## config.mk

```make
export PLATFORM = sky130hd
export DESIGN_NAME = mqtt_fixed_header_parser
export DESIGN_NICKNAME = d
export VERILOG_FILES = /design/src/hdl/mfhp_pkg.sv /design/src/hdl/mfhp_in_reg.sv /design/src/hdl/mfhp_decode.sv /design/src/hdl/mfhp_out_reg.sv /design/src/hdl/mqtt_fixed_header_parser.sv
export VERILOG_INCLUDE_DIRS = /design/src /design/src/hdl
export SDC_FILE = /design/constraint.sdc
export NUM_CORES = 1
export LEC_CHECK = 0
export BUFFER_PORTS_ARGS = -buffer_cell sky130_fd_sc_hd__buf_2
export CORE_MARGIN = 2
export CORE_UTILIZATION = 50
export DETAILED_ROUTE_END_ITERATION = 12
export PLACE_DENSITY = 0.7
export SYNTH_ARGS = -nofsm -noshare
export SYNTH_HDL_FRONTEND = slang
export SYNTH_SLANG_ARGS = --single-unit
```

## constraint.sdc

```tcl
create_clock -name aclk -period 4.5 [get_ports aclk]
set_input_delay 0.45 -clock aclk [delete_from_list [all_inputs] [get_ports aclk]]
set_output_delay 0.45 -clock aclk [all_outputs]
set_load 0.05 [all_outputs]
```

## src/hdl/mqtt_fixed_header_parser_macros.svh

```systemverilog
// ============================================================================
// mqtt_fixed_header_parser_macros.svh
// Assertion macros shared by the fixed-header parser modules.
// ============================================================================
`ifndef MQTT_FIXED_HEADER_PARSER_MACROS_SVH
`define MQTT_FIXED_HEADER_PARSER_MACROS_SVH

// Condition must hold at every clock edge out of reset.
`define MFHP_ASSERT_ALWAYS(label, clk, rstn, cond, msg) \
    label: assert property (@(posedge clk) disable iff (!(rstn)) (cond)) else $error(msg);

// Consequent must hold in the same cycle as the antecedent.
`define MFHP_ASSERT_IMP(label, clk, rstn, ante, cons, msg) \
    label: assert property (@(posedge clk) disable iff (!(rstn)) (ante) |-> (cons)) \
        else $error(msg);

// Consequent must hold in the cycle after the antecedent.
`define MFHP_ASSERT_NXT(label, clk, rstn, ante, cons, msg) \
    label: assert property (@(posedge clk) disable iff (!(rstn)) (ante) |=> (cons)) \
        else $error(msg);

`endif

```

## src/hdl/mfhp_pkg.sv

```systemverilog
// ============================================================================
// mfhp_pkg
// Types and constants of the MQTT fixed-header parser.
// ============================================================================
package mfhp_pkg;

    // Field widths
    localparam int BYTE_W = 8;
    localparam int NIB_W  = 4;
    localparam int LEN_W  = 28;
    localparam int MASK_W = 16;
    localparam int GRP_W  = 7;

    // Defaults
    localparam int              MAX_LENGTH_GROUPS_DEF = 4;
    localparam logic [MASK_W-1:0] MASK_RESET          = 16'h55FA;

    // Result status codes
    typedef enum logic [1:0] {
        ST_OK        = 2'd0,
        ST_UNKNOWN   = 2'd1,
        ST_MALFORMED = 2'd2,
        ST_CLOSED    = 2'd3
    } status_t;

    // Parser phase, one-hot
    typedef enum logic [1:0] {
        PH_CTRL = 2'b01,
        PH_LEN  = 2'b10
    } phase_t;

    // One input beat
    typedef struct packed {
        logic [BYTE_W-1:0] byte_value;
        logic              closed;
    } in_beat_t;

    // One result beat
    typedef struct packed {
        logic [NIB_W-1:0] packet_type;
        logic [NIB_W-1:0] packet_flags;
        logic [LEN_W-1:0] rem_len;
        status_t          status;
    } result_t;

endpackage

```

## src/hdl/mfhp_in_reg.sv

```systemverilog
// ============================================================================
// mfhp_in_reg
// Input register: captures one stream beat, releases it to the decoder.
// ============================================================================
module mfhp_in_reg (
    input  logic               aclk,
    input  logic               aresetn,
    input  logic               s_tvalid,
    output logic               s_tready,
    input  mfhp_pkg::in_beat_t s_beat,
    output logic               beat_valid,
    output mfhp_pkg::in_beat_t beat,
    input  logic               beat_take
);

    logic               valid_reg;
    logic               valid_next;
    mfhp_pkg::in_beat_t beat_reg;

    // Free slot, or the held beat leaves this cycle
    assign s_tready = !valid_reg || beat_take;

    always_comb begin
        valid_next = valid_reg;
        if (s_tready) begin
            valid_next = s_tvalid;
        end
    end

    always_ff @(posedge aclk) begin
        if (!aresetn) begin
            valid_reg <= 1'b0;
        end else begin
            valid_reg <= valid_next;
        end
    end

    // Payload, no reset
    always_ff @(posedge aclk) begin
        if (s_tready && s_tvalid) begin
            beat_reg <= s_beat;
        end
    end

    assign beat_valid = valid_reg;
    assign beat       = beat_reg;

endmodule

```

## src/hdl/mfhp_decode.sv

```systemverilog
// ============================================================================
// mfhp_decode
// Header decoder: control byte check, base-128 length accumulation, errors.
// ============================================================================
`include "mqtt_fixed_header_parser_macros.svh"

module mfhp_decode #(
    parameter int MAX_LENGTH_GROUPS = mfhp_pkg::MAX_LENGTH_GROUPS_DEF
) (
    input  logic                          aclk,
    input  logic                          aresetn,
    input  logic                          take,
    input  mfhp_pkg::in_beat_t            beat,
    input  logic [mfhp_pkg::MASK_W-1:0]   type_mask,
    output logic                          res_valid,
    output mfhp_pkg::result_t             res
);

    localparam int CNT_W = (MAX_LENGTH_GROUPS > 1) ? $clog2(MAX_LENGTH_GROUPS) : 1;
    localparam int SH_W  = CNT_W + 3;
    localparam logic [CNT_W-1:0] CNT_LAST = CNT_W'(MAX_LENGTH_GROUPS - 1);

    mfhp_pkg::phase_t             phase_reg,  phase_next;
    logic [mfhp_pkg::NIB_W-1:0]   type_reg,   type_next;
    logic [mfhp_pkg::NIB_W-1:0]   flags_reg,  flags_next;
    logic [mfhp_pkg::LEN_W-1:0]   len_reg,    len_next;
    logic [CNT_W-1:0]             cnt_reg,    cnt_next;

    logic [SH_W-1:0]              shamt;
    logic [mfhp_pkg::LEN_W-1:0]   part;
    logic [mfhp_pkg::LEN_W-1:0]   sum;
    logic [mfhp_pkg::NIB_W-1:0]   byte_type;
    logic [mfhp_pkg::NIB_W-1:0]   byte_flags;

    // Group n lands at bit 7*n; bits above the length field drop off
    assign shamt      = {cnt_reg, 3'b000} - SH_W'(cnt_reg);
    assign part       = mfhp_pkg::LEN_W'(beat.byte_value[mfhp_pkg::GRP_W-1:0]) << shamt;
    assign sum        = len_reg + part;
    assign byte_type  = beat.byte_value[mfhp_pkg::BYTE_W-1:mfhp_pkg::NIB_W];
    assign byte_flags = beat.byte_value[mfhp_pkg::NIB_W-1:0];

    // Next state and result
    always_comb begin
        phase_next = phase_reg;
        type_next  = type_reg;
        flags_next = flags_reg;
        len_next   = len_reg;
        cnt_next   = cnt_reg;
        res_valid  = 1'b0;
        res.packet_type  = type_reg;
        res.packet_flags = flags_reg;
        res.rem_len      = '0;
        res.status       = mfhp_pkg::ST_OK;
        case (phase_reg)
            mfhp_pkg::PH_CTRL: begin
                if (take && !beat.closed) begin
                    if (!type_mask[byte_type]) begin
                        res_valid        = 1'b1;
                        res.packet_type  = byte_type;
                        res.packet_flags = byte_flags;
                        res.status       = mfhp_pkg::ST_UNKNOWN;
                    end else begin
                        type_next  = byte_type;
                        flags_next = byte_flags;
                        len_next   = '0;
                        cnt_next   = '0;
                        phase_next = mfhp_pkg::PH_LEN;
                    end
                end
            end
            mfhp_pkg::PH_LEN: begin
                if (take) begin
                    if (beat.closed) begin
                        res_valid  = 1'b1;
                        res.status = mfhp_pkg::ST_CLOSED;
                        phase_next = mfhp_pkg::PH_CTRL;
                    end else if (!beat.byte_value[mfhp_pkg::BYTE_W-1]) begin
                        res_valid   = 1'b1;
                        res.rem_len = sum;
                        len_next    = sum;
                        phase_next  = mfhp_pkg::PH_CTRL;
                    end else if (cnt_reg == CNT_LAST) begin
                        res_valid  = 1'b1;
                        res.status = mfhp_pkg::ST_MALFORMED;
                        len_next   = sum;
                        phase_next = mfhp_pkg::PH_CTRL;
                    end else begin
                        len_next = sum;
                        cnt_next = cnt_reg + CNT_W'(1);
                    end
                end
            end
            default: begin
                phase_next = mfhp_pkg::PH_CTRL;
            end
        endcase
    end

    // Control state
    always_ff @(posedge aclk) begin
        if (!aresetn) begin
            phase_reg <= mfhp_pkg::PH_CTRL;
            cnt_reg   <= '0;
        end else begin
            phase_reg <= phase_next;
            cnt_reg   <= cnt_next;
        end
    end

    // Header payload, no reset
    always_ff @(posedge aclk) begin
        type_reg  <= type_next;
        flags_reg <= flags_next;
        len_reg   <= len_next;
    end

    // Checks
    `MFHP_ASSERT_ALWAYS(a_cnt_range, aclk, aresetn, cnt_reg <= CNT_LAST,
        "group count overrun")
    `MFHP_ASSERT_IMP(a_ok_from_len, aclk, aresetn,
        res_valid && res.status == mfhp_pkg::ST_OK, phase_reg == mfhp_pkg::PH_LEN,
        "ok result outside length phase")
    `MFHP_ASSERT_IMP(a_ctrl_unknown, aclk, aresetn,
        res_valid && phase_reg == mfhp_pkg::PH_CTRL, res.status == mfhp_pkg::ST_UNKNOWN,
        "control byte gave non-type error")
    `MFHP_ASSERT_NXT(a_back_to_ctrl, aclk, aresetn, res_valid,
        phase_reg == mfhp_pkg::PH_CTRL, "no return to control phase after result")

endmodule

```

## src/hdl/mfhp_out_reg.sv

```systemverilog
// ============================================================================
// mfhp_out_reg
// Result register: holds one result beat until the receiver takes it.
// ============================================================================
module mfhp_out_reg (
    input  logic              aclk,
    input  logic              aresetn,
    input  logic              load,
    input  mfhp_pkg::result_t res,
    output logic              can_load,
    output logic              m_tvalid,
    input  logic              m_tready,
    output mfhp_pkg::result_t m_res
);

    logic              valid_reg;
    logic              valid_next;
    mfhp_pkg::result_t res_reg;

    // Empty, or the held beat is taken this cycle
    assign can_load = !valid_reg || m_tready;

    always_comb begin
        valid_next = valid_reg;
        if (can_load) begin
            valid_next = load;
        end
    end

    always_ff @(posedge aclk) begin
        if (!aresetn) begin
            valid_reg <= 1'b0;
        end else begin
            valid_reg <= valid_next;
        end
    end

    // Payload, no reset
    always_ff @(posedge aclk) begin
        if (can_load && load) begin
            res_reg <= res;
        end
    end

    assign m_tvalid = valid_reg;
    assign m_res    = res_reg;

endmodule

```

## src/hdl/mqtt_fixed_header_parser.sv

```systemverilog
// ============================================================================
// mqtt_fixed_header_parser
// Parses MQTT fixed headers from a byte stream into type, flags and length.
// ============================================================================
// Usage:
//   s_ channel: one received byte per beat; s_tuser high marks a connection
//   close (no byte). The first byte of a header is the control byte, then
//   up to MAX_LENGTH_GROUPS base-128 length bytes, least significant first.
//   m_ channel: one beat per finished or failed header; m_tuser carries the
//   status (ok, unknown type, malformed length, connection closed).
//   cfg_we/cfg_wdata write the accepted-type mask; bit n accepts type n.
// Timing:
//   One byte per cycle sustained while m_tready does not stall the result register.
//   m_tvalid rises once the beat ending a header has passed the input
//   register and then the result register.
//   Decode is a 28-bit shift-add and compare.
// Reset:
//   aresetn low empties both registers, returns to waiting for a control
//   byte and loads the mask with 0x55FA.
// Stall:
//   When m_tready is low and the result register is full, the decoder holds
//   its beat and s_tready drops once the input register is also full.
// ============================================================================
module mqtt_fixed_header_parser #(
    parameter int MAX_LENGTH_GROUPS = mfhp_pkg::MAX_LENGTH_GROUPS_DEF
) (
    input  logic                        aclk,
    input  logic                        aresetn,
    // Input stream
    input  logic                        s_tvalid,
    output logic                        s_tready,
    input  logic [7:0]                  s_tdata,   // [7:0] byte_value
    input  logic                        s_tuser,   // [0] closed
    // Result stream
    output logic                        m_tvalid,
    input  logic                        m_tready,
    output logic [39:0]                 m_tdata,   // [3:0] packet_type, [7:4] packet_flags,
                                                   // [35:8] rem_len, [39:36] zero
    output logic [1:0]                  m_tuser,   // [1:0] status
    // Configuration
    input  logic                        cfg_we,
    input  logic [mfhp_pkg::MASK_W-1:0] cfg_wdata
);

    logic [mfhp_pkg::MASK_W-1:0] mask_reg;
    mfhp_pkg::in_beat_t          s_beat;
    mfhp_pkg::in_beat_t          beat;
    logic                        beat_valid;
    logic                        beat_take;
    logic                        can_load;
    logic                        res_valid;
    mfhp_pkg::result_t           res;
    mfhp_pkg::result_t           m_res;

    // Accepted-type mask
    always_ff @(posedge aclk) begin
        if (!aresetn) begin
            mask_reg <= mfhp_pkg::MASK_RESET;
        end else if (cfg_we) begin
            mask_reg <= cfg_wdata;
        end
    end

    assign s_beat.byte_value = s_tdata;
    assign s_beat.closed     = s_tuser;

    // Decoder moves only when the result register can take its output
    assign beat_take = beat_valid && can_load;

    mfhp_in_reg u_in_reg (
        .aclk       (aclk),
        .aresetn    (aresetn),
        .s_tvalid   (s_tvalid),
        .s_tready   (s_tready),
        .s_beat     (s_beat),
        .beat_valid (beat_valid),
        .beat       (beat),
        .beat_take  (beat_take)
    );

    mfhp_decode #(
        .MAX_LENGTH_GROUPS (MAX_LENGTH_GROUPS)
    ) u_decode (
        .aclk      (aclk),
        .aresetn   (aresetn),
        .take      (beat_take),
        .beat      (beat),
        .type_mask (mask_reg),
        .res_valid (res_valid),
        .res       (res)
    );

    mfhp_out_reg u_out_reg (
        .aclk     (aclk),
        .aresetn  (aresetn),
        .load     (res_valid),
        .res      (res),
        .can_load (can_load),
        .m_tvalid (m_tvalid),
        .m_tready (m_tready),
        .m_res    (m_res)
    );

    // Result packing
    assign m_tdata = {4'b0000, m_res.rem_len, m_res.packet_flags, m_res.packet_type};
    assign m_tuser = m_res.status;

endmodule

```

* Word-level counts from Yosys, hierarchy flattened
Cells that the tools add are included.
** Cells by class
- Add/sub/neg operators :: 3
- Multiply operators :: 0
- Divide/modulo/power cells :: 0
- $lt $le $gt $ge :: 1
- Equality and inequality tests :: 10
- Shifts and indexed selects :: 1
- Multiplexer cells :: 38
- Bitwise operators :: 2
- Reductions and logical operators :: 15
** Operators with widths (number)
- 28-bit 2-to-1 mux :: 4
- 28-bit case mux with 2 select lines :: 1
- 2-bit 2-to-1 mux :: 17
- 28-bit adder :: 1
- 7-bit by 5-bit << shifter with 28-bit output :: 1
- 8-bit 2-to-1 mux :: 3
- 2-bit case mux with 2 select lines :: 3
- 1-bit 2-to-1 mux :: 8
- 7-bit AND reduction :: 1
- 2-bit by 1-bit != test with 1-bit output (second input constant) :: 3
- 2-bit != test (second input constant) :: 3
- 4-bit by 5-bit < comparator with 1-bit output (second input constant) :: 1
- 5-bit AND reduction :: 1
- 5-bit by 2-bit subtractor with 5-bit output :: 1
- 1-bit binary-select mux with 4-bit select :: 1
- 2-bit equality test (second input constant) :: 2
- 1-bit logical AND :: 4
- 4-bit by 3-bit != test with 1-bit output (second input constant) :: 1
- 4-bit AND reduction :: 1
- 4-bit OR reduction :: 1
- 1-bit logical NOT :: 3
- 3-bit AND reduction :: 1
- 2-bit by 1-bit adder with 2-bit output (second input constant) :: 1
- 2-bit by 1-bit equality test with 1-bit output (second input constant) :: 1
- other kinds (4) :: 6
** Storage, ports and cells
- Register bits after elaboration :: 105
- Bits in latches :: 0
- Bits in writable memories :: 0
- ROM bits :: 0
- Bits of input ports :: 30
- Output and inout bits :: 44
- Word-level logic and storage cells :: 84
- Memories :: 0

* Longest topological paths before layout
Gate-level depths: netlist (run 1).
- Depth in word-level cells :: 7
- Gate-level depth with buffers :: 17
- Mapped depth without buffers :: 15

* Cells and area by module
A second synthesis (run 1) with hierarchy kept.
** Second synthesis, totals
- Cell total of the unflattened synthesis :: 583
- Area, all modules :: 6105.9 um2
** Modules (own cells, without submodules)
- mfhp_decode :: times used 1, cells each 469, area an instance 3948.8 um2, sequential area each 1161.1 um2
- mfhp_out_reg :: times used 1, cells each 43, area an instance 1198.6 um2, sequential area each 1161.1 um2
- mqtt_fixed_header_parser :: times used 1, cells each 57, area an instance 630.6 um2, sequential area each 320.3 um2
- mfhp_in_reg :: times used 1, cells each 14, area an instance 327.8 um2, sequential area each 290.3 um2

* Least setup slack after synthesis (run 1)
Ideal clock, no wire load.
- Kind :: register to register
- Start :: reg u_decode.cnt_reg[0]
- End :: reg u_decode.len_reg[24] (netlist name) (data pin)
- Setup time :: 0.270 ns
- Arrival :: 3.630 ns
- Required time :: 4.230 ns
- Path slack :: 0.601 ns
- Cell stages (with the launch flop) :: 16
- Path buffers :: 1
- Period minus slack after synthesis :: 3.899 ns
- Cell sequence :: dfxtp_1 > inv_1 > ha_1 > clkbuf_1 > mux2i_1 > nand2_1 > a32oi_1 > nor2_1 > o21a_1 > ha_1 > and3_1 > nand2_1 > a2111o_1 > a2111oi_0 > o21a_1 > nor3_1
** Between the ends
- Longest elaborated chain between the ends :: 6
** Ends and longest elaborated chain
- start, declared :: line mfhp_decode.sv:27 : logic [CNT_W-1:0] cnt_reg, cnt_next;
- start signal, assigned :: line mfhp_decode.sv:106 : cnt_reg <= cnt_next;
- 5-bit by 2-bit subtractor with 5-bit output :: line mfhp_decode.sv:36 : assign shamt = {cnt_reg, 3'b000} - SH_W'(cnt_reg);
- 7-bit by 5-bit << shifter with 28-bit output :: line mfhp_decode.sv:37 : assign part = mfhp_pkg::LEN_W'(beat.byte_value[mfhp_pkg::GRP_W-1:0]) << shamt;
- 28-bit adder :: line mfhp_decode.sv:38 : assign sum = len_reg + part;
- 28-bit 2-to-1 mux :: line mfhp_decode.sv:73 : if (beat.closed) begin
- 28-bit 2-to-1 mux :: line mfhp_decode.sv:72 : if (take) begin
- 28-bit case mux with 2 select lines :: line mfhp_decode.sv:54 : case (phase_reg)
- end signal, assigned :: line mfhp_decode.sv:114 : len_reg <= len_next;
- end, declared :: line mfhp_decode.sv:26 : logic [mfhp_pkg::LEN_W-1:0] len_reg, len_next;
No other way between the ends. The select of a mux whose other input is x is not followed.
A chain may end at the register's enable or synchronous reset.

* Final worst setup path (run 1)
- Start :: reg u_decode.cnt_reg[0]
- End :: reg u_decode.len_reg[23] (netlist name) (data pin)
The elaborated chain is that of the path after synthesis.

==> flow_summary.toml, run 1 <==
[yosys]
synthesis.area_um2 = 6460
synth_ff_type = "edfxtp_1"
synth-seq-cells = 105
yosys_warnings = 0
ys_seq_area_share_pct = 45.4
synth_top_area_share_pct = 38.6
yosysUniqueCellTypes = 67
yosys-top-cells-area = "edfxtp_1 39%, dfxtp_1 6.8%, ha_1 6.4%, mux2i_1 5.4%, nand2_1 3.6%"
netlist_instances = 629
async_reset_ff_share_pct = 0
avgSynthCellArea_um2 = 10.3
synth_area_leader_cell = "edfxtp_1"
synth-edff-count = 83

[power_and_ir_drop]
seq_power_share_pct = 50.6
vdd_ir_drop_max_mv = 0.206
leakage_nw = 3.06
power_switching_mw = 0.547
powerDensity_nw_per_um2 = 298
p_clk_share_pct = 38.5
p_int_mw = 1.63
p_comb_share_pct = 10.9
swShare_pct = 25.1

[critical_path]
crit_type = "reg -> reg"
cp-end-kind = "register"
crit_start = "u_decode.cnt_reg[0]"
setup.worst_path.end = "u_decode.len_reg[23]"
r2r-start = "u_decode.cnt_reg[0]"
timing.rr.end = "u_decode.len_reg[23]"
ff2ff_path_depth = 13
required_ns = 4.73
regToRegSetupSlack_ns = 0.27
crit_fanout = 9
arrival_ns = 4.46
startpoint_type = "register"

[sta]
max-slew-margin-rel_pct = 26.2
setup_viol = 0
finalHoldViolCount = 0
grt_setup_unrepaired = "false"
worst_pin_slew_ns = 1.10
fmax_mhz = 237
slew_viol_final = 0
min_period_ns = 4.23
period_share_pct = 94.0
finClkSkew_ns = 0.0113
finalSetupTns_ns = 0

[global_routing]
antenna_found_initial = 0
track_usage_pct = 23.8
grt_max_degree = 35
grt.overflow.total = 0
grt_pass1_wl_um = 25900
grt_pass1_vias = 4934

[detailed_routing]
highest_layer = "met4"
ant_nets = 0
initialDrtViolationCount = 419
drc = 0
met2_length_um = 7350
wl_per_cell_um = 18.4
dr.pass1.iters = 5
wl_um = 15900
wl_met1_um = 7190
wl_met3_um = 978
dr_total_vias = 5063
routed_via_density = 5.85

[die]
die_h_um = 118
pin_count = 74
die_w_um = 118
start_util_pct = 51.2
dieArea_um2 = 13800
placementRows = 41
core_area_um2 = 12600

[layout]
layout_common_cells = "83 x edfxtp_1, 69 x buf_2, 62 x nand2_1, 50 x nor2_1, 35 x mux2i_1"
num_antenna_cells = 0
layout-drive-gt1-share_pct = 17.4
fin_nets = 753
nFillCells = 1100
final_common_cell = "edfxtp_1"
largest_reg_flops = 38
instances_no_fill = 866
syn_to_final_growth_pct = 13.4

[placement]
gp_congestion = 0.952
dp_cells = 850
dp_hpwl_um = 11600
port_buffers = 69

[clock_network]
clock_sinks = 105
cts_made_buffers = 9
cts_tree = "built"
cts_setup_buffers = 0
clkTransAtPathRegs_ns = 0.07
clk_latency_ns = 0.36
htree_levels = 3
clock-root-buffer = "clkbuf_16"
clock_path_buffers = 2

[outcome]
status = "complete, no violations"

[flow_run]
max-cap-violations = 0

[min_path]
hold_path.class = "in -> reg"
## cells by family (layout without fill, tap and decap cells)
| kind of cell | count (synthesis) | in the layout | share of synthesized area (%) |
|---|---|---|---|
| buf+inv | 54 | 116 | 3.76 |
| fa+ha+maj | 34 | 34 | 6.71 |
| flops | 105 | 105 | 45.4 |
| other cells | 1 | 4 | 0.0581 |
| xor+xnor | 13 | 13 | 1.76 |
| mux | 53 | 53 | 10.1 |
| compound gates | 126 | 126 | 13.2 |
| simple gates | 243 | 243 | 19.1 |
## per-layer routing
metal | global-route usage, % | vias up
met1 | 33.3 | 2428
met2 | 36.8 | 167
met4 | 8.28 | 0
li1 | - | 2440
met3 | 5.04 | 28
met5 | 0 | -
## stage by stage
| stage | hold WS [ns] | power [mW] | utilization (%) | cell area (um2) | setup WS [ns] |
|---|---|---|---|---|---|
| after CTS | 0.244 | 2.20 | 57.8 | 7300 | 0.123 |
| after detailed placement | 0.453 | 1.36 | 55.3 | 6970 | 0.174 |
| after global routing | 0.243 | 2.26 | 58.0 | 7320 | 0.00750 |
| final | 0.258 | 2.18 | 58.0 | 7320 | 0.272 |
| after floorplan | 0.424 | 1.30 | - | 6470 | 0.601 |
| after global placement | 0.445 | 1.35 | 55.3 | 6970 | 0.230 |
## timing repair
item                       CTS  global route
hold buffers                 0             0
resized for setup            0             6
setup endpoints to repair    0             9
## synth_stat cells (7+ instances only)
cell type / n
mux2_4: 7
dfxtp_1: 22
xor2_1: 9
inv_1: 20
nand2_1: 62
ha_1: 33
nor3_1: 21
nand3_1: 14
a21o_1: 11
nor2_1: 51
edfxtp_1: 83
clkbuf_1: 25
nor2b_1: 12
nand2b_1: 16
a211oi_1: 8
o21ai_0: 20
mux2i_1: 35
and2_1: 28
nand4_1: 12
and3_1: 11
a21oi_1: 33
## worst min path at each step
stage / from / end / slack [ns] / cells after the start
2_1_floorplan: u_in_reg.beat[6] / u_decode.type_reg[1] / 0.42 / 0
3_3_place_gp: mask_reg[14] / mask_reg[14] / 0.44 / 2
3_5_place_dp: mask_reg[1] / mask_reg[1] / 0.45 / 2
4_1_cts: s_tdata[7] / u_in_reg.beat[8] / 0.24 / 1
5_1_grt: s_tdata[7] / u_in_reg.beat[8] / 0.24 / 1
6_report: s_tdata[7] / u_in_reg.beat[8] / 0.26 / 1
## cell type report
| class | instances | area, um2 | area share (%) |
|---|---|---|---|
| clock buffer | 12 | 289 | 3.95 |
| clock inverter | 4 | 36.3 | 0.496 |
| inverter | 20 | 75.1 | 1.03 |
| multi-input combinational | 473 | 3330 | 45.5 |
| sequential | 105 | 2930 | 40.1 |
| tap | 172 | 215 | 2.94 |
| timing repair buffer | 80 | 440 | 6.02 |
## critical path: stages, from the launching register on
cell,delay [ns]
dfxtp_1,0.33
inv_1,0.13
ha_1,0.46
buf_4,0.22
mux4_2,0.54
a21oi_1,0.34
nor2_1,0.10
ha_1,0.42
and3_1,0.36
and3_1,0.23
nand4_1,0.21
and2_1,0.25
a2111o_1,0.42
nand4b_1,0.10
## power groups by stage
stage | clock [mW] | combinational [mW] | sequential (mW)
5_1_grt | 0.889 | 0.259 | 1.11
6_report | 0.839 | 0.238 | 1.10
3_5_place_dp | 0 | 0.235 | 1.13
3_3_place_gp | 0 | 0.231 | 1.12
2_1_floorplan | 0 | 0.158 | 1.14
4_1_cts | 0.855 | 0.237 | 1.10
Note: power is estimated with default switching activity, not from simulation.
==> inputs of run 2 (changes only) <==
--- a/config.mk
+++ b/config.mk
@@ -7,10 +7,12 @@
 export NUM_CORES = 1
 export LEC_CHECK = 0
 export BUFFER_PORTS_ARGS = -buffer_cell sky130_fd_sc_hd__buf_2
+export CELL_PAD_IN_SITES_DETAIL_PLACEMENT = 2
+export CELL_PAD_IN_SITES_GLOBAL_PLACEMENT = 2
 export CORE_MARGIN = 2
-export CORE_UTILIZATION = 50
+export CORE_UTILIZATION = 38
 export DETAILED_ROUTE_END_ITERATION = 12
-export PLACE_DENSITY = 0.7
+export PLACE_DENSITY_LB_ADDON = 0.1
 export SYNTH_ARGS = -nofsm -noshare
 export SYNTH_HDL_FRONTEND = slang
 export SYNTH_SLANG_ARGS = --single-unit
==> run 2 against run 1 <==
Die area increased by 30%. Non-clock buffer count grew 3. Combinational power rose by 5%. Final area increased by 0.97%. Cell count rose by 5.9%. Critical path depth grew 2. Via count is 2.4% higher. Register-to-register slack lost 0.03 ns. Sequential cell count stayed put.
==> flow_summary.toml, run 2 (synthesized netlist as in run 1, its figures left out) <==
[die]
start_util_pct = 38.9
die_w_um = 134
core_area_um2 = 16600
dieArea_um2 = 18000
placementRows = 47
pin_count = 74
die_h_um = 134

[sta]
slew_viol_final = 0
finalHoldViolCount = 0
fmax_mhz = 235
worst_pin_slew_ns = 0.789
max-slew-margin-rel_pct = 47.4
grt_setup_unrepaired = "false"
setup_ws_ns = 0.245
period_share_pct = 94.6
finClkSkew_ns = 0.00983
hold-worst-slack_ns = 0.253
min_period_ns = 4.25
setup_viol = 0

[placement]
port_buffers = 69
dp_slack_ns = -0.00766
dp_cells = 900
gp_congestion = 0.900
dp_hpwl_um = 15400

[global_routing]
grt_max_degree = 36
antenna_found_initial = 0
grt.overflow.total = 0
grt_pass1_wl_um = 32300
track_usage_pct = 23.4
grt_pass1_vias = 5758

[layout]
final_common_cell = "edfxtp_1"
largest_reg_flops = 38
syn_to_final_growth_pct = 14.5
instances_no_fill = 917
fin_nets = 756
layout-drive-gt1-share_pct = 18.9
num_antenna_cells = 0
layout_common_cells = "83 x edfxtp_1, 69 x buf_2, 62 x nand2_1, 50 x nor2_1, 35 x mux2i_1"

[detailed_routing]
wl_met1_um = 8830
wl_per_cell_um = 22.3
highest_layer = "met4"
drc = 0
dr.pass1.iters = 4
initialDrtViolationCount = 200
met2_length_um = 10700
wl_um = 20500
routed_via_density = 5.65
dr_total_vias = 5185
ant_nets = 0
wl_met3_um = 523

[clock_network]
htree_levels = 3
cts_made_buffers = 9
clkTransAtPathRegs_ns = 0.08
cts_tree = "built"
clock-root-buffer = "clkbuf_16"
clock_path_buffers = 2
ctsHoldBuffers = 0
clk_latency_ns = 0.37
clock_sinks = 105

[power_and_ir_drop]
vdd_ir_drop_max_mv = 0.173
leakage_nw = 3.04
power_mw = 2.13
powerDensity_nw_per_um2 = 288

[critical_path]
r2r-start = "u_decode.cnt_reg[1]"
required_ns = 4.60
startpoint_type = "register"
crit_start = "u_decode.cnt_reg[1]"
cp-end-kind = "register"
crit_type = "reg -> reg"
crit_fanout = 9
arrival_ns = 4.36

[outcome]
status = "complete, no violations"

[flow_run]
max-cap-violations = 0

[min_path]
hold_path.class = "in -> reg"
worstHoldStart = "s_tdata[4]"
==> run 2: layer usage <==
metal / vias to the layer above / track usage [%]
li1: 2444 / -
met3: 23 / 2.53
met4: 0 / 8.60
met2: 93 / 42.3
met1: 2625 / 28.8
met5: - / 0
==> run 2: through the flow <==
step	TNS, ns	area (um2)	util (%)
3_5_place_dp	-0.00766	7040	42.5
3_3_place_gp	0	7040	42.5
4_1_cts	0	7330	44.2
6_report	0	7390	44.6
5_1_grt	0	7390	44.6
2_1_floorplan	0	6470	-
==> run 2: final cells by class <==
type	count	area [um2]
sequential	105	2930
multi-input combinational	473	3370
timing repair buffer	83	463
clock buffer	11	233
fill	1809	9190
clock inverter	5	38.8
tap	220	275
inverter	20	75.1
==> run 2: worst max-delay path: stages (launching register included) <==
cell and delay (ns):
dfxtp_1 0.41, inv_1 0.10, ha_2 0.47, buf_4 0.19, and3b_1 0.16, a21oi_1 0.07, nor2_1 0.14, nor2_1 0.06
a211oi_1 0.47, ha_1 0.41, and2_1 0.23, and3_1 0.22, a211o_1 0.27, a31o_2 0.28, a31oi_1 0.35, mux2i_1 0.13
==> run 2: what timing repair did <==
item	4_1_cts	5_1_grt
endpoints found under the hold margin	0	0
cloned	0	0
setup endpoints to repair	4	18
resized for setup	3	12
pin swaps	0	1
setup buffers	0	1
==> run 2: where the power goes <==
group	total [mW]	internal, mW	switching [mW]
sequential	1.11	1.08	0.0248
clock	0.774	0.381	0.393
combinational	0.251	0.0875	0.164
==> run 2: path summary, 6_finish.rpt <==
check                                             to  slack, ns  cells past startpoint
worst min-delay path                u_in_reg.beat[5]       0.25                      1
worst min register to register           mask_reg[1]       0.47                      2
worst max-delay path            u_decode.len_reg[18]       0.25                     15
worst max register to register  u_decode.len_reg[18]       0.25                     15
==> inputs of run 3 (changes only) <==
--- a/config.mk
+++ b/config.mk
@@ -12,7 +12,7 @@
 export CORE_MARGIN = 2
 export CORE_UTILIZATION = 38
 export DETAILED_ROUTE_END_ITERATION = 12
-export PLACE_DENSITY_LB_ADDON = 0.1
+export PLACE_DENSITY = 0.78
 export SYNTH_ARGS = -nofsm -noshare
 export SYNTH_HDL_FRONTEND = slang
 export SYNTH_SLANG_ARGS = --single-unit
==> run 3 against run 2 <==
Sequential power barely moved. Register-to-register slack barely moved. Wire length fell by 2.2%. Global-route usage fell by 0.33 points. Core utilization fell by 0.13 points. Non-clock buffer count fell by 3. Setup slack improved by 0.014 ns. Highest routed layer unchanged. Critical path type unchanged. Sequential share of layout area rose by 0.11 points. Clock skew rose by 0.0037 ns. Via count rose by 0.39%. Clock-buffer cell count fell by 2. Sequential cell count did not move.
==> flow_summary.toml, run 3 (synthesized netlist as in run 1, its figures left out) <==
[critical_path]
cp-end-kind = "register"
startpoint_type = "register"
arrival_ns = 4.33
ff2ff_path_depth = 15
required_ns = 4.58
crit_type = "reg -> reg"
crit_fanout = 14

[power_and_ir_drop]
swShare_pct = 27.0
p_clk_share_pct = 38.6
p_int_mw = 1.61
power_mw = 2.21
power_switching_mw = 0.597
powerDensity_nw_per_um2 = 300
leakage_nw = 3.04
p_comb_share_pct = 11.3
vdd_ir_drop_max_mv = 0.204
seq_power_share_pct = 50.1

[sta]
period_share_pct = 94.2
worst_pin_slew_ns = 0.756
grt_setup_unrepaired = "false"
finalHoldViolCount = 0
slew_viol_final = 0
fmax_mhz = 236
min_period_ns = 4.24
max-slew-margin-rel_pct = 49.6
setup_viol = 0
finClkSkew_ns = 0.0135

[die]
dieArea_um2 = 18000
placementRows = 47
pin_count = 74
core_area_um2 = 16600
die_h_um = 134
start_util_pct = 38.9
die_w_um = 134

[clock_network]
htree_levels = 3
cts_made_buffers = 9
clock_sinks = 105
ctsHoldBuffers = 0
clkTransAtPathRegs_ns = 0.08
clock-root-buffer = "clkbuf_16"
clk_latency_ns = 0.36
cts_tree = "built"
clock_path_buffers = 2

[detailed_routing]
wl_per_cell_um = 21.9
dr.pass1.iters = 4
drc = 0
wl_um = 20000
routed_via_density = 5.69
ant_nets = 0
dr_total_vias = 5205
initialDrtViolationCount = 371

[layout]
fin_nets = 753
syn_to_final_growth_pct = 14.2
layout-drive-gt1-share_pct = 17.6
num_antenna_cells = 0
instances_no_fill = 914
largest_reg_flops = 38
multi_input_area_um2 = 3340
nFillCells = 1780
layout_common_cells = "83 x edfxtp_1, 69 x buf_2, 62 x nand2_1, 50 x nor2_1, 35 x mux2i_1"
layout.area.seq_um2 = 2930
final_common_cell = "edfxtp_1"

[global_routing]
antenna_found_initial = 0
grt_max_degree = 35
grt_pass1_wl_um = 32000
grt.overflow.total = 0
track_usage_pct = 23.1
grt_pass1_vias = 5754

[placement]
gp_congestion = 0.871
port_buffers = 69
dp_hpwl_um = 15000
dp_cells = 898

[min_path]
hold_path.class = "in -> reg"
whs_path_depth = 1

[outcome]
status = "complete, no violations"

[flow_run]
max-cap-violations = 0
run 3: cell types whose count changed in the layout (fill, tap and decap cells not counted), sizes merged:
cell    previous run  this run
buf               83        80
bufinv             0         1
clkbuf            11         9
inv               22        23
run 3: worst paths after layout:
check | start | end | slack (ns)
max reg2reg | u_decode.cnt_reg[1] | u_decode.len_reg[24] | 0.26
min reg2reg | mask_reg[7] | mask_reg[7] | 0.48
min | s_tdata[4] | u_in_reg.beat[5] | 0.25
max | u_decode.cnt_reg[1] | u_decode.len_reg[24] | 0.26
run 3: critical path, stage by stage (launching register included):
cell and delay [ns]:
dfxtp_1 0.40, inv_1 0.11, ha_4 0.40, mux2i_1 0.32, nand2_1 0.12, a32oi_1 0.27, nor2_1 0.11, o21a_1 0.24
ha_1 0.39, a21o_1 0.23, a21o_1 0.18, a221oi_1 0.56, a2111oi_1 0.20, buf_4 0.18, nor3_1 0.19, nor3_1 0.07
run 3: metrics by stage:
step	setup TNS, ns	instance area (um2)	worst slack (ns)	hold WS [ns]	utilization [%]
finish	0	7370	0.259	0.254	44.4
global route	0	7370	0.0309	0.242	44.4
CTS	0	7340	0.0259	0.249	44.3
detailed placement	-0.111	7030	-0.0572	0.472	42.4
global placement	0	7030	0.135	0.446	42.4
floorplan	0	6470	0.601	0.424	-
run 3: layer usage:
layer / up-vias / global-route usage [%] / wire, um
li1: 2441 / - / -
met3: 29 / 3.29 / 699
met1: 2646 / 28.7 / 8550
met2: 89 / 41.2 / 10300
met4: 0 / 7.60 / 436
met5: - / 0 / 0
run 3: repair_timing:
action                                  in CTS  in global routing
pin swaps                                    0                  0
endpoints found under the setup margin       4                 18
buffers inserted                             0                  0
cloned                                       0                  0
resized for setup                            1                  4
run 3: power groups by stage:
stage	registers [mW]	logic, mW	clock network, mW
5_1_grt	1.11	0.273	0.908
4_1_cts	1.11	0.252	0.866
2_1_floorplan	1.14	0.158	0
3_3_place_gp	1.13	0.234	0
6_report	1.11	0.250	0.852
3_5_place_dp	1.13	0.249	0
run 3: cell type report:
type	instances	share of cell area (%)
Tap cell	220	3.73
Clock inverter	7	1.15
Timing Repair Buffer	80	5.98
Multi-Input combinational cell	473	45.3
Inverter	20	1.02
Sequential cell	105	39.8
Clock buffer	9	3.06
